`config.mk`:
```
export PLATFORM = sky130hd
export DESIGN_NAME = spring_strain_accumulator
export DESIGN_NICKNAME = d
export VERILOG_FILES = /design/src/ssa_pkg.sv /design/src/ssa_datapath.sv /design/src/ssa_controller.sv /design/src/spring_strain_accumulator.sv
export SDC_FILE = /design/constraint.sdc
export NUM_CORES = 2
export LEC_CHECK = 0
export ABC_CLOCK_PERIOD_IN_PS = 18300
export BUFFER_PORTS_ARGS = -buffer_cell sky130_fd_sc_hd__buf_2
export CORE_ASPECT_RATIO = 1.1
export CORE_MARGIN = 3
export CORE_UTILIZATION = 60
export CTS_CLUSTER_DIAMETER = 40
export CTS_CLUSTER_SIZE = 16
export DETAILED_ROUTE_END_ITERATION = 10
export MAX_ROUTING_LAYER = met4
export PLACE_DENSITY = 0.85
export SLEW_MARGIN = 15
export SYNTH_ARGS = -nofsm -noshare
export SYNTH_HDL_FRONTEND = slang
export SYNTH_SLANG_ARGS = --single-unit
```
`constraint.sdc`:
```
create_clock -name clock -period 18.3 [get_ports clock]
set_input_delay 3.66 -clock clock [delete_from_list [all_inputs] [get_ports clock]]
set_output_delay 3.66 -clock clock [all_outputs]
set_load 0.02 [all_outputs]
```
`src/ssa_pkg.sv`:
```
`timescale 1ns / 1ps
// shared types and constants for the spring strain accumulator
package ssa_pkg;

   localparam int FIELD_BITS         = 60;
   localparam int LEVERAGE_BITS      = 48;
   localparam int COORD_BITS_DEFAULT = 20;
   localparam int SUM_BITS_DEFAULT   = 48;
   localparam int SQUARE_STEPS       = 6;
   localparam int SQUARE_CNT_BITS    = 3;

   typedef enum logic [2:0] {
      ST_IDLE,
      ST_SQUARE,
      ST_ROOT_LOAD,
      ST_ROOT,
      ST_DIFF,
      ST_MULT,
      ST_ACC
   } state_type;

   typedef struct packed {
      logic                       load;
      logic                       square;
      logic [SQUARE_CNT_BITS-1:0] square_index;
      logic                       root_load;
      logic                       root_step;
      logic                       diff;
      logic                       mult;
      logic                       acc;
   } cmd_type;

   typedef struct packed {
      logic last;
   } status_type;

endpackage

```
`src/ssa_datapath.sv`:
```
`timescale 1ns / 1ps
// datapath: squared distances, two digit-serial square roots and saturating sum
module ssa_datapath #(
   parameter int COORD_BITS = ssa_pkg::COORD_BITS_DEFAULT,
   parameter int SUM_BITS   = ssa_pkg::SUM_BITS_DEFAULT
) (
   input  logic                               clock,
   input  logic                               reset,
   input  ssa_pkg::cmd_type                   cmd,
   output ssa_pkg::status_type                status,
   input  logic [ssa_pkg::FIELD_BITS-1:0]     atom_a_position,
   input  logic [ssa_pkg::FIELD_BITS-1:0]     atom_b_position,
   input  logic [ssa_pkg::FIELD_BITS-1:0]     atom_a_shift,
   input  logic [ssa_pkg::FIELD_BITS-1:0]     atom_b_shift,
   input  logic                               last_spring,
   output logic [ssa_pkg::LEVERAGE_BITS-1:0]  leverage,
   output logic                               saturated
);

   localparam int PAD_BITS  = 3 * COORD_BITS + ssa_pkg::FIELD_BITS;
   localparam int DIFF_BITS = COORD_BITS + 2;
   localparam int MAG_BITS  = COORD_BITS + 1;
   localparam int SQ_BITS   = 2 * COORD_BITS + 4;
   localparam int RW        = SQ_BITS / 2;
   localparam int REM_BITS  = RW + 1;
   localparam int D2_BITS   = 2 * RW;
   localparam int ACC_BITS  = ((SUM_BITS > D2_BITS) ? SUM_BITS : D2_BITS) + 1;
   localparam logic [SUM_BITS-1:0] SUM_MAX = '1;

   logic [ssa_pkg::FIELD_BITS-1:0] pa_word_ff, pb_word_ff, sa_word_ff, sb_word_ff;
   logic                           last_ff;
   logic [SQ_BITS-1:0]             rest_sq_ff, rest_sq_in;
   logic [SQ_BITS-1:0]             disp_sq_ff, disp_sq_in;
   logic [SQ_BITS-1:0]             rad_r_ff, rad_d_ff;
   logic [REM_BITS-1:0]            rem_r_ff, rem_d_ff, rem_r_in, rem_d_in;
   logic [RW-1:0]                  root_r_ff, root_d_ff, root_r_in, root_d_in;
   logic [RW-1:0]                  dr_ff;
   logic [D2_BITS-1:0]             d2_ff;
   logic [SUM_BITS-1:0]            sum_ff;
   logic                           clip_ff;
   logic [ssa_pkg::LEVERAGE_BITS-1:0] leverage_ff;
   logic                           saturated_ff;

   logic signed [COORD_BITS-1:0]   pa [3];
   logic signed [COORD_BITS-1:0]   pb [3];
   logic signed [COORD_BITS-1:0]   sa [3];
   logic signed [COORD_BITS-1:0]   sb [3];
   logic [PAD_BITS-1:0]            pa_pad, pb_pad, sa_pad, sb_pad;
   logic [1:0]                     k_sel;
   logic signed [DIFF_BITS-1:0]    diff_sel;
   logic [MAG_BITS-1:0]            mag_sel;
   logic [SQ_BITS-1:0]             square;
   logic [ACC_BITS-1:0]            sum_wide;
   logic                           over;
   logic [SUM_BITS-1:0]            sum_next;

   // coordinate unpacking, bits above the field read as zero
   always_comb begin
      pa_pad = PAD_BITS'(pa_word_ff);
      pb_pad = PAD_BITS'(pb_word_ff);
      sa_pad = PAD_BITS'(sa_word_ff);
      sb_pad = PAD_BITS'(sb_word_ff);
      for (int k = 0; k < 3; k++) begin
         pa[k] = pa_pad[k * COORD_BITS +: COORD_BITS];
         pb[k] = pb_pad[k * COORD_BITS +: COORD_BITS];
         sa[k] = sa_pad[k * COORD_BITS +: COORD_BITS];
         sb[k] = sb_pad[k * COORD_BITS +: COORD_BITS];
      end
   end

   // one shared squarer, rest and displaced terms on alternate steps
   always_comb begin
      k_sel = cmd.square_index[2:1];
      unique case (k_sel)
         2'd0:    diff_sel = cmd.square_index[0]
                     ? (DIFF_BITS'(pa[0]) + DIFF_BITS'(sa[0])) - (DIFF_BITS'(pb[0]) + DIFF_BITS'(sb[0]))
                     : DIFF_BITS'(pa[0]) - DIFF_BITS'(pb[0]);
         2'd1:    diff_sel = cmd.square_index[0]
                     ? (DIFF_BITS'(pa[1]) + DIFF_BITS'(sa[1])) - (DIFF_BITS'(pb[1]) + DIFF_BITS'(sb[1]))
                     : DIFF_BITS'(pa[1]) - DIFF_BITS'(pb[1]);
         default: diff_sel = cmd.square_index[0]
                     ? (DIFF_BITS'(pa[2]) + DIFF_BITS'(sa[2])) - (DIFF_BITS'(pb[2]) + DIFF_BITS'(sb[2]))
                     : DIFF_BITS'(pa[2]) - DIFF_BITS'(pb[2]);
      endcase
      mag_sel = diff_sel[DIFF_BITS-1] ? MAG_BITS'(-diff_sel) : MAG_BITS'(diff_sel);
      square  = SQ_BITS'(mag_sel) * SQ_BITS'(mag_sel);
      rest_sq_in = rest_sq_ff;
      disp_sq_in = disp_sq_ff;
      if (cmd.square_index[0]) begin
         disp_sq_in = disp_sq_ff + square;
      end else begin
         rest_sq_in = rest_sq_ff + square;
      end
   end

   // restoring square root, one result bit per step
   always_comb begin
      logic [REM_BITS+1:0] part_r, part_d, trial_r, trial_d;
      part_r  = {rem_r_ff, rad_r_ff[SQ_BITS-1 -: 2]};
      part_d  = {rem_d_ff, rad_d_ff[SQ_BITS-1 -: 2]};
      trial_r = (REM_BITS + 2)'({root_r_ff, 2'b01});
      trial_d = (REM_BITS + 2)'({root_d_ff, 2'b01});
      if (part_r >= trial_r) begin
         rem_r_in  = REM_BITS'(part_r - trial_r);
         root_r_in = {root_r_ff[RW-2:0], 1'b1};
      end else begin
         rem_r_in  = REM_BITS'(part_r);
         root_r_in = {root_r_ff[RW-2:0], 1'b0};
      end
      if (part_d >= trial_d) begin
         rem_d_in  = REM_BITS'(part_d - trial_d);
         root_d_in = {root_d_ff[RW-2:0], 1'b1};
      end else begin
         rem_d_in  = REM_BITS'(part_d);
         root_d_in = {root_d_ff[RW-2:0], 1'b0};
      end
   end

   // saturating accumulation
   always_comb begin
      sum_wide = ACC_BITS'(sum_ff) + ACC_BITS'(d2_ff);
      over     = sum_wide > ACC_BITS'(SUM_MAX);
      sum_next = over ? SUM_MAX : sum_wide[SUM_BITS-1:0];
   end

   always_ff @(posedge clock) begin
      if (cmd.load) begin
         pa_word_ff <= atom_a_position;
         pb_word_ff <= atom_b_position;
         sa_word_ff <= atom_a_shift;
         sb_word_ff <= atom_b_shift;
         last_ff    <= last_spring;
         rest_sq_ff <= '0;
         disp_sq_ff <= '0;
      end
      if (cmd.square) begin
         rest_sq_ff <= rest_sq_in;
         disp_sq_ff <= disp_sq_in;
      end
      if (cmd.root_load) begin
         rad_r_ff  <= rest_sq_ff;
         rad_d_ff  <= disp_sq_ff;
         rem_r_ff  <= '0;
         rem_d_ff  <= '0;
         root_r_ff <= '0;
         root_d_ff <= '0;
      end
      if (cmd.root_step) begin
         rad_r_ff  <= rad_r_ff << 2;
         rad_d_ff  <= rad_d_ff << 2;
         rem_r_ff  <= rem_r_in;
         rem_d_ff  <= rem_d_in;
         root_r_ff <= root_r_in;
         root_d_ff <= root_d_in;
      end
      if (cmd.diff) begin
         dr_ff <= (root_d_ff >= root_r_ff) ? root_d_ff - root_r_ff : root_r_ff - root_d_ff;
      end
      if (cmd.mult) begin
         d2_ff <= D2_BITS'(dr_ff) * D2_BITS'(dr_ff);
      end
      if (cmd.acc && last_ff) begin
         leverage_ff  <= ssa_pkg::LEVERAGE_BITS'(sum_next);
         saturated_ff <= clip_ff | over;
      end
   end

   always_ff @(posedge clock) begin
      if (reset) begin
         sum_ff  <= '0;
         clip_ff <= 1'b0;
      end else if (cmd.acc) begin
         if (last_ff) begin
            sum_ff  <= '0;
            clip_ff <= 1'b0;
         end else begin
            sum_ff  <= sum_next;
            clip_ff <= clip_ff | over;
         end
      end
   end

   assign status.last = last_ff;
   assign leverage    = leverage_ff;
   assign saturated   = saturated_ff;

endmodule

```
`src/ssa_controller.sv`:
```
`timescale 1ns / 1ps
// controller: sequences one spring word through the datapath and owns the handshakes
module ssa_controller #(
   parameter int COORD_BITS = ssa_pkg::COORD_BITS_DEFAULT
) (
   input  logic                clock,
   input  logic                reset,
   input  logic                req_tvalid,
   output logic                req_tready,
   output logic                rsp_tvalid,
   input  logic                rsp_tready,
   output ssa_pkg::cmd_type    cmd,
   input  ssa_pkg::status_type status
);

   localparam int RW       = COORD_BITS + 2;
   localparam int CNT_BITS = $clog2(RW);

   ssa_pkg::state_type                  state_ff, state_in;
   logic [ssa_pkg::SQUARE_CNT_BITS-1:0] sq_cnt_ff, sq_cnt_in;
   logic [CNT_BITS-1:0]                 root_cnt_ff, root_cnt_in;
   logic                                rsp_valid_ff, rsp_valid_in;
   logic                                out_blocked;

   always_ff @(posedge clock) begin
      if (reset) begin
         state_ff     <= ssa_pkg::ST_IDLE;
         sq_cnt_ff    <= '0;
         root_cnt_ff  <= '0;
         rsp_valid_ff <= 1'b0;
      end else begin
         state_ff     <= state_in;
         sq_cnt_ff    <= sq_cnt_in;
         root_cnt_ff  <= root_cnt_in;
         rsp_valid_ff <= rsp_valid_in;
      end
   end

   always_comb begin
      state_in     = state_ff;
      sq_cnt_in    = sq_cnt_ff;
      root_cnt_in  = root_cnt_ff;
      cmd          = '0;
      req_tready   = 1'b0;
      out_blocked  = rsp_valid_ff & ~rsp_tready;
      rsp_valid_in = rsp_valid_ff & ~rsp_tready;
      cmd.square_index = sq_cnt_ff;
      unique case (state_ff)
         ssa_pkg::ST_IDLE: begin
            req_tready = 1'b1;
            if (req_tvalid) begin
               cmd.load  = 1'b1;
               sq_cnt_in = '0;
               state_in  = ssa_pkg::ST_SQUARE;
            end
         end
         ssa_pkg::ST_SQUARE: begin
            cmd.square = 1'b1;
            if (sq_cnt_ff == ssa_pkg::SQUARE_CNT_BITS'(ssa_pkg::SQUARE_STEPS - 1)) begin
               state_in = ssa_pkg::ST_ROOT_LOAD;
            end else begin
               sq_cnt_in = sq_cnt_ff + 1'b1;
            end
         end
         ssa_pkg::ST_ROOT_LOAD: begin
            cmd.root_load = 1'b1;
            root_cnt_in   = CNT_BITS'(RW - 1);
            state_in      = ssa_pkg::ST_ROOT;
         end
         ssa_pkg::ST_ROOT: begin
            cmd.root_step = 1'b1;
            if (root_cnt_ff == '0) begin
               state_in = ssa_pkg::ST_DIFF;
            end else begin
               root_cnt_in = root_cnt_ff - 1'b1;
            end
         end
         ssa_pkg::ST_DIFF: begin
            cmd.diff = 1'b1;
            state_in = ssa_pkg::ST_MULT;
         end
         ssa_pkg::ST_MULT: begin
            cmd.mult = 1'b1;
            state_in = ssa_pkg::ST_ACC;
         end
         ssa_pkg::ST_ACC: begin
            // a final word waits until the output register is free
            if (!(status.last && out_blocked)) begin
               cmd.acc  = 1'b1;
               state_in = ssa_pkg::ST_IDLE;
               if (status.last) begin
                  rsp_valid_in = 1'b1;
               end
            end
         end
         default: begin
            state_in = ssa_pkg::ST_IDLE;
         end
      endcase
   end

   assign rsp_tvalid = rsp_valid_ff;

endmodule

```
`src/spring_strain_accumulator.sv`:
```
`timescale 1ns / 1ps
// top level of the spring strain accumulator
//
// req channel: one word per spring and mode, tdata carries four packed
// position and shift words, tlast marks the final spring and mode word of a site.
// each word gives the squared change between rest and displaced spring
// length, summed into a saturating accumulator.
// rsp channel: one word per site, issued for the word that carried tlast,
// holding the sum and the clip flag; the accumulator then clears.
// a word is accepted only after the previous one has left the datapath:
// the shared squarer, the root load, then the two digit-serial square
// roots that take one result bit per cycle over COORD_BITS + 2 steps,
// then the difference, multiply and accumulate steps.
// the result of a site is registered into the output register in the
// accumulate step of its final word.
// when the receiver stalls, the result holds in the output register and a
// further word is still accepted; only a second final word waits for the
// register to drain.
// reset clears the sum, the clip flag and the output valid.
module spring_strain_accumulator #(
   parameter int COORD_BITS = ssa_pkg::COORD_BITS_DEFAULT,
   parameter int SUM_BITS   = ssa_pkg::SUM_BITS_DEFAULT
) (
   input  logic          clock,
   input  logic          reset,
   input  logic          req_tvalid,
   output logic          req_tready,
   // atom_a_position, atom_b_position, atom_a_shift, atom_b_shift
   input  logic [239:0]  req_tdata,
   input  logic          req_tlast,
   output logic          rsp_tvalid,
   input  logic          rsp_tready,
   // leverage
   output logic [47:0]   rsp_tdata,
   // saturated
   output logic          rsp_tuser
);

   localparam int FB = ssa_pkg::FIELD_BITS;

   ssa_pkg::cmd_type    cmd;
   ssa_pkg::status_type status;

   ssa_controller #(
      .COORD_BITS (COORD_BITS)
   ) u_controller (
      .clock      (clock),
      .reset      (reset),
      .req_tvalid (req_tvalid),
      .req_tready (req_tready),
      .rsp_tvalid (rsp_tvalid),
      .rsp_tready (rsp_tready),
      .cmd        (cmd),
      .status     (status)
   );

   ssa_datapath #(
      .COORD_BITS (COORD_BITS),
      .SUM_BITS   (SUM_BITS)
   ) u_datapath (
      .clock           (clock),
      .reset           (reset),
      .cmd             (cmd),
      .status          (status),
      .atom_a_position (req_tdata[0 * FB +: FB]),
      .atom_b_position (req_tdata[1 * FB +: FB]),
      .atom_a_shift    (req_tdata[2 * FB +: FB]),
      .atom_b_shift    (req_tdata[3 * FB +: FB]),
      .last_spring     (req_tlast),
      .leverage        (rsp_tdata),
      .saturated       (rsp_tuser)
   );

endmodule

```
**Yosys cells after proc, flatten, opt, wreduce, memory -nomap -nowiden**

Cells that the tools add are included.

- $mul: 2
- $add $sub $neg: 22
- Reductions and logical operators: 14
- Bitwise operators: 3
- Order comparisons: 4
- Equal/unequal tests: 16
- Muxes and demuxes: 51

Operator list:

| cell | number |
|---|---|
| 44-bit 2-to-1 mux | 9 |
| 22-bit 2-to-1 mux | 7 |
| 20-bit by 20-bit adder with 21-bit output | 6 |
| 23-bit 2-to-1 mux | 5 |
| 22-bit subtractor | 5 |
| 48-bit 2-to-1 mux | 2 |
| 44-bit by 42-bit adder with 44-bit output | 2 |
| 20-bit by 20-bit subtractor with 21-bit output | 3 |
| 25-bit by 24-bit >= comparator with 1-bit output | 2 |
| 48-bit by 44-bit adder with 49-bit output | 1 |
| 49-bit by 48-bit greater-than comparator with 1-bit output, second input constant | 1 |
| 23-bit subtractor | 2 |
| 22-bit by 22-bit multiplier with 44-bit output | 1 |
| 22-bit case mux with 2 select lines | 1 |
| 21-bit by 21-bit multiplier with 42-bit output | 1 |
| 22-bit >= comparator | 1 |
| 21-bit 2-to-1 mux | 1 |
| 21-bit negation | 1 |
| 3-bit case mux with 7 select lines | 1 |
| 3-bit 2-to-1 mux | 6 |
| 1-bit 2-to-1 mux | 16 |
| 3-bit == test, second input constant | 4 |
| 2-bit != test, second input constant | 5 |
| 5-bit case mux with 2 select lines | 1 |
| 19 further kinds | 28 |

- Input port bits: 245
- Word-level logic and storage cells: 137
- Output and inout bits: 51
- Flip-flop bits (word level): 683

**Depth between registers and ports, before layout**

- Word-level depth: 10
- Gate-level depth with buffers: 68
- Gate-level depth less buffers: 66

**Cells and area by module**

A second synthesis with hierarchy kept.

- Cell total of the unflattened synthesis: 6988
- Area total of the unflattened synthesis: 70333.7 µm²

By module, submodules not included:

| module | cells an instance | instances | sequential area each (µm²) | area each (µm²) |
|---|---|---|---|---|
| ssa_datapath | 6896 | 1 | 19588.8 | 69593.0 |
| ssa_controller | 92 | 1 | 240.2 | 740.7 |

**Worst setup path after synthesis**

OpenSTA, ideal clock, no wires.

- Kind: register to register
- Start point: register u_datapath.pb_word_ff[40] (netlist bit)
- End point: register u_datapath.disp_sq_ff[40], data pin
- Cell stages (with the launch flop): 65
- Path slack: 5124 ps
- Data required time: 18034 ps
- Arrival: 12910 ps
- Setup time: 266 ps
- Buffers on the path: 3
- Cells stage by stage: edfxtp_1 ha_1 fa_1 a21o_1 a21oi_1 o21bai_1 a21oi_1 o21bai_1 a21oi_1 nor2b_1 o31ai_1 a21oi_1 a21oi_1 xor2_1 ha_1 clkbuf_1 a21oi_1 nor2b_1 [29 not listed] a31oi_1 o21bai_1 a211oi_1 nor3_1 ha_1 a21oi_1 nor2b_1 o21ai_0 nand2b_1 a21oi_1 o31a_1 a31oi_1 a221oi_1 o2111ai_1 a211oi_1 o21ai_0 xnor2_1 nor2_1

- Word-level cells in the longest chain between the ends: 10

RTL lines:

| element | RTL line | RTL |
|---|---|---|
| start: declaration | ssa_datapath.sv:30 | `logic [ssa_pkg::FIELD_BITS-1:0] pa_word_ff, pb_word_ff, sa_word_ff, sb_word_ff;` |
| start signal: assignment | ssa_datapath.sv:129 | `pb_word_ff <= atom_b_position;` |
| 20-bit by 20-bit adder with 21-bit output | ssa_datapath.sv:82 | `? (DIFF_BITS'(pa[2]) + DIFF_BITS'(sa[2])) - (DIFF_BITS'(pb[2]) + DIFF_BITS'(sb[2]))` |
| 22-bit subtractor | ssa_datapath.sv:82 |  |
| 22-bit 2-to-1 mux (*) | ssa_datapath.sv:82 |  |
| 22-bit case mux with 2 select lines (*) | ssa_datapath.sv:74 | `unique case (k_sel)` |
| 21-bit negation | ssa_datapath.sv:85 | `mag_sel = diff_sel[DIFF_BITS-1] ? MAG_BITS'(-diff_sel) : MAG_BITS'(diff_sel);` |
| 21-bit 2-to-1 mux (*) | ssa_datapath.sv:85 |  |
| 21-bit by 21-bit multiplier with 42-bit output (*) | ssa_datapath.sv:86 | `square = SQ_BITS'(mag_sel) * SQ_BITS'(mag_sel);` |
| 44-bit by 42-bit adder with 44-bit output (*) | ssa_datapath.sv:90 | `disp_sq_in = disp_sq_ff + square;` |
| 44-bit 2-to-1 mux (*) | ssa_datapath.sv:89 | `if (cmd.square_index[0]) begin` |
| 44-bit 2-to-1 mux (*) | ssa_datapath.sv:136 | `if (cmd.square) begin` |
| end signal: assignment | ssa_datapath.sv:138 | `disp_sq_ff <= disp_sq_in;` |
| end: declaration | ssa_datapath.sv:33 | `logic [SQ_BITS-1:0] disp_sq_ff, disp_sq_in;` |

Every way passes the cells marked *; elsewhere a longest branch is shown, timed or not. The select of a mux whose other input is x is not followed.
A chain may end at the register's enable or synchronous reset.

**Worst setup path after layout**

- Start point: register u_datapath.pa_word_ff[0] (netlist bit)
- End point: register u_datapath.disp_sq_ff[42], data pin

- Word-level cells in the longest chain between the ends: 10

RTL lines:

| element | RTL line | RTL |
|---|---|---|
| start: declaration | ssa_datapath.sv:30 |  |
| start signal: assignment | ssa_datapath.sv:128 | `pa_word_ff <= atom_a_position;` |
| 20-bit by 20-bit adder with 21-bit output | ssa_datapath.sv:76 | `? (DIFF_BITS'(pa[0]) + DIFF_BITS'(sa[0])) - (DIFF_BITS'(pb[0]) + DIFF_BITS'(sb[0]))` |
| 22-bit subtractor | ssa_datapath.sv:76 |  |
| 22-bit 2-to-1 mux (*) | ssa_datapath.sv:76 |  |
| 22-bit case mux with 2 select lines (*) | ssa_datapath.sv:74 |  |
| 21-bit negation | ssa_datapath.sv:85 |  |
| 21-bit 2-to-1 mux (*) | ssa_datapath.sv:85 |  |
| 21-bit by 21-bit multiplier with 42-bit output (*) | ssa_datapath.sv:86 |  |
| 44-bit by 42-bit adder with 44-bit output (*) | ssa_datapath.sv:90 |  |
| 44-bit 2-to-1 mux (*) | ssa_datapath.sv:89 |  |
| 44-bit 2-to-1 mux (*) | ssa_datapath.sv:136 |  |

Marked as above.

==> impl_metrics.csv <==
group,metric,value,unit
cells_and_area,nNetsFinal,9388,
worst_setup_path,max_stage_delay,590,ps
logic_synthesis,yosysTopAreaCellShare,25.6,%
detailed_routing,drt_wl_total,196,mm
worst_setup_path,worst_path_most_repeated_cell,"fa_1",
placed_design,place_congestion,1.01,
detailed_routing,drtAntennaViolNets,0,
worst_setup_path,reg2reg_from,"u_datapath.pa_word_ff[0]$_DFFE_PP_",
global_routing,antenna_found_initial,23,
cells_and_area,layout_commonest_cell,"inv_1",
sta,fin_ws,2600,ps
logic_synthesis,yosysUniqueCellTypes,104,
detailed_routing,drc,0,
worst_setup_path,path_max_fanout,12,
sta,rsz0062_at_grt,"false",
cts,clk_latency,740,ps
cts,cts_resized,0,
cells_and_area,final_cell_mix,"inv_1 (1114), ha_1 (778), fa_1 (670)",
cts,cts_tree,"yes",
worst_setup_path,slowest_stage,"xnor2_2",
worst_setup_path,required,18710,ps
cells_and_area,nFillCells,9113,
global_routing,grt_pass1_wl,311,mm
global_routing,grt_start_max_net_pins,91,
worst_setup_path,r2r-end,"u_datapath.disp_sq_ff[42]$_SDFFCE_PN0P_",
detailed_routing,via_count,56600,
cts,hold_buffers,0,
logic_synthesis,ys_seq_area_share,27.4,%
logic_synthesis,synth.area.top_cells,"edfxtp_1 (26%), fa_1 (19%), ha_1 (13%), inv_1 (5.8%), nor2_1 (3.4%)",
sta,setup_viol,0,
cts,cts_setup_buffers,0,
worst_hold_path,holdPathStages,2,
sta,tns,0,ps
floorplanning,die_w,337,um
logic_synthesis,syn_area,72300,um^2
detailed_routing,drt_iter0_markers,5039,
worst_setup_path,cp_data_arrival_time,16120,ps
logic_synthesis,syn_nets,9129,
sta,slew_violations,0,
global_routing,grt_overflow_total,0,
floorplanning,start_util,60.9,%
sta,fin_skew,54.1,ps
worst_hold_path,worstHoldEndpoint,"u_datapath.rad_r_ff[0]$_SDFFE_PP0P_",
global_routing,grt_pass1_vias,58300,
placed_design,dp_worst_setup_slack,2920,ps
worst_setup_path,crit_type,"flop to flop",
logic_synthesis,yosys_warnings,0,
worst_hold_path,min-delay-path-class,"flop to flop",
logic_synthesis,syn_avg_cell_area,9.72,um^2
logic_synthesis,synthCells,7436,
logic_synthesis,synth_edf_count,617,
logic_synthesis,ys.flop_type,"edfxtp_1",
status,status,"finished clean",
sta,timing.fmax,63.7,MHz
global_routing,grt_use_total,32.7,%
cells_and_area,layout-drive-gt1-share,8.22,%
worst_setup_path,startpoint_type,"flop",
logic_synthesis,synth_top_cell_by_area,"edfxtp_1",
floorplanning,die_h,370,um
floorplanning,coreArea,119000,um^2
cts,cts-root-buf,"clkbuf_16",
flow_run,maxCapViolCount,0,
worst_setup_path,crit_family,"compound AO/OA/AOI/OAI gates",
worst_setup_path,reg2reg_depth,59,
cts,cts_sinks,682,
placed_design,port-buffer-count,295,
detailed_routing,vias_per_cell,6.06,
sta,period_needed,15700,ps
cts,path_clk_slew,60,ps
placed_design,hpwl,154,mm
floorplanning,die_area,125000,um^2
detailed_routing,firstDrtPassIters,6,
floorplanning,row_count,132,
sta,finalCritPeriodShare,85.8,%
worst_hold_path,min_from,"u_datapath.rad_r_ff[0]$_SDFFE_PP0P_",
logic_synthesis,ys_async_sr_fraction,0,%
sta,slew_headroom,20.7,%
cells_and_area,syn_to_final_growth,9.09,%
sta,tightest_slew,1190,ps
detailed_routing,wl_per_cell,21.0,um
sta,finalHoldViolations,0,
worst_setup_path,path_buf_inv,5,
cts,htreeDepth,3,
cts,clk_path_buf_depth,3,
logic_synthesis,ys_seq_elements,682,
cts,cts_made_buffers,94,
worst_setup_path,rrSetupSlack,2600,ps
worst_setup_path,worst_setup_path_end_kind,"flop",
floorplanning,pin_count,296,
[layer usage]
| metal | track usage (%) | share of wire, % | routed length [um] |
|---|---|---|---|
| met2 | 51.6 | 47 | 91700 |
| met4 | 14.4 | 4.6 | 9050 |
| met1 | 41.4 | 40 | 78900 |
| met5 | - | 0 | 0 |
| met3 | 5.92 | 8.3 | 16400 |
[sequential cells by signal, indices dropped and copies added (netlist names), 43 cells and up]
register               cells
u_datapath.pb_word_ff     60
u_datapath.rad_d_ff       44
u_datapath.sb_word_ff     60
u_datapath.leverage       48
u_datapath.rest_sq_ff     44
u_datapath.rad_r_ff       44
u_datapath.disp_sq_ff     44
u_datapath.sum_ff         48
u_datapath.pa_word_ff     60
u_datapath.d2_ff          43
u_datapath.sa_word_ff     60
[final cells by class]
cell class | count | area [um^2] | area share (%)
Multi-Input combinational cell | 5428 | 47500 | 60.2
Sequential cell | 682 | 19800 | 25.2
Clock buffer | 97 | 2360 | 3.00
Tap cell | 1541 | 1930 | 2.45
Inverter | 1134 | 4260 | 5.41
Antenna cell | 23 | 57.6 | 0.0730
Clock inverter | 78 | 967 | 1.23
Timing Repair Buffer | 355 | 1940 | 2.46
[metrics by stage]
stage          hold WS (ps)  instances  instance area, um^2  utilization (%)
2_1_floorplan           415       7436                72300                -
3_3_place_gp            425       9139                75400             63.6
3_5_place_dp            433       9139                75400             63.6
4_1_cts                 441       9314                78700             66.4
5_1_grt                 471       9333                78800             66.5
6_report                440       9338                78800             66.5
[synthesized netlist by cell type (all sizes together) (151+ instances only)]
cell type,n
xor2,156
nor2,652
edfxtp,617
inv,1132
a21oi,419
o21ai,265
mux2i,163
and2,151
fa,670
ha,778
nand2,482
xnor2,274
a21o,208
[worst max-delay path by stage]
stage | depth (start not counted) | end | start
final | 59 | u_datapath.disp_sq_ff[42]$_SDFFCE_PN0P_ | u_datapath.pa_word_ff[0]$_DFFE_PP_
after global routing | 59 | u_datapath.disp_sq_ff[42]$_SDFFCE_PN0P_ | u_datapath.pa_word_ff[0]$_DFFE_PP_
after CTS | 59 | u_datapath.disp_sq_ff[43]$_SDFFCE_PN0P_ | u_datapath.pb_word_ff[20]$_DFFE_PP_
after detailed placement | 59 | u_datapath.disp_sq_ff[43]$_SDFFCE_PN0P_ | u_datapath.pb_word_ff[20]$_DFFE_PP_
after global placement | 60 | u_datapath.disp_sq_ff[40]$_SDFFCE_PN0P_ | u_datapath.pb_word_ff[20]$_DFFE_PP_
after floorplan | 64 | u_datapath.disp_sq_ff[40]$_SDFFCE_PN0P_ | u_datapath.pb_word_ff[40]$_DFFE_PP_
[worst reg2reg max path, delay by kind of cell, from the launching register on]
kind / cells / cell delay (ps)
AO/OA/AOI/OAI: 30 / 7340
adder cells (fa/ha/maj): 12 / 4940
AND/OR/NAND/NOR: 10 / 1300
buffers and inverters: 5 / 700
XOR/XNOR: 2 / 690
flip-flops: 1 / 400
[cell families after synthesis]
family	Yosys count	share of synthesized area, %
multiplexers	175	2.49
AND/OR/NAND/NOR	1909	12.5
flip-flops	682	27.4
AO/OA/AOI/OAI	1466	13.3
adder cells (fa/ha/maj)	1448	32.0
XOR/XNOR	430	5.28
buffers and inverters	1326	6.98
Power is left out: the tool's default activity adds up to more than one toggle a clock period on the data nets, which glitch-free logic cannot reach.
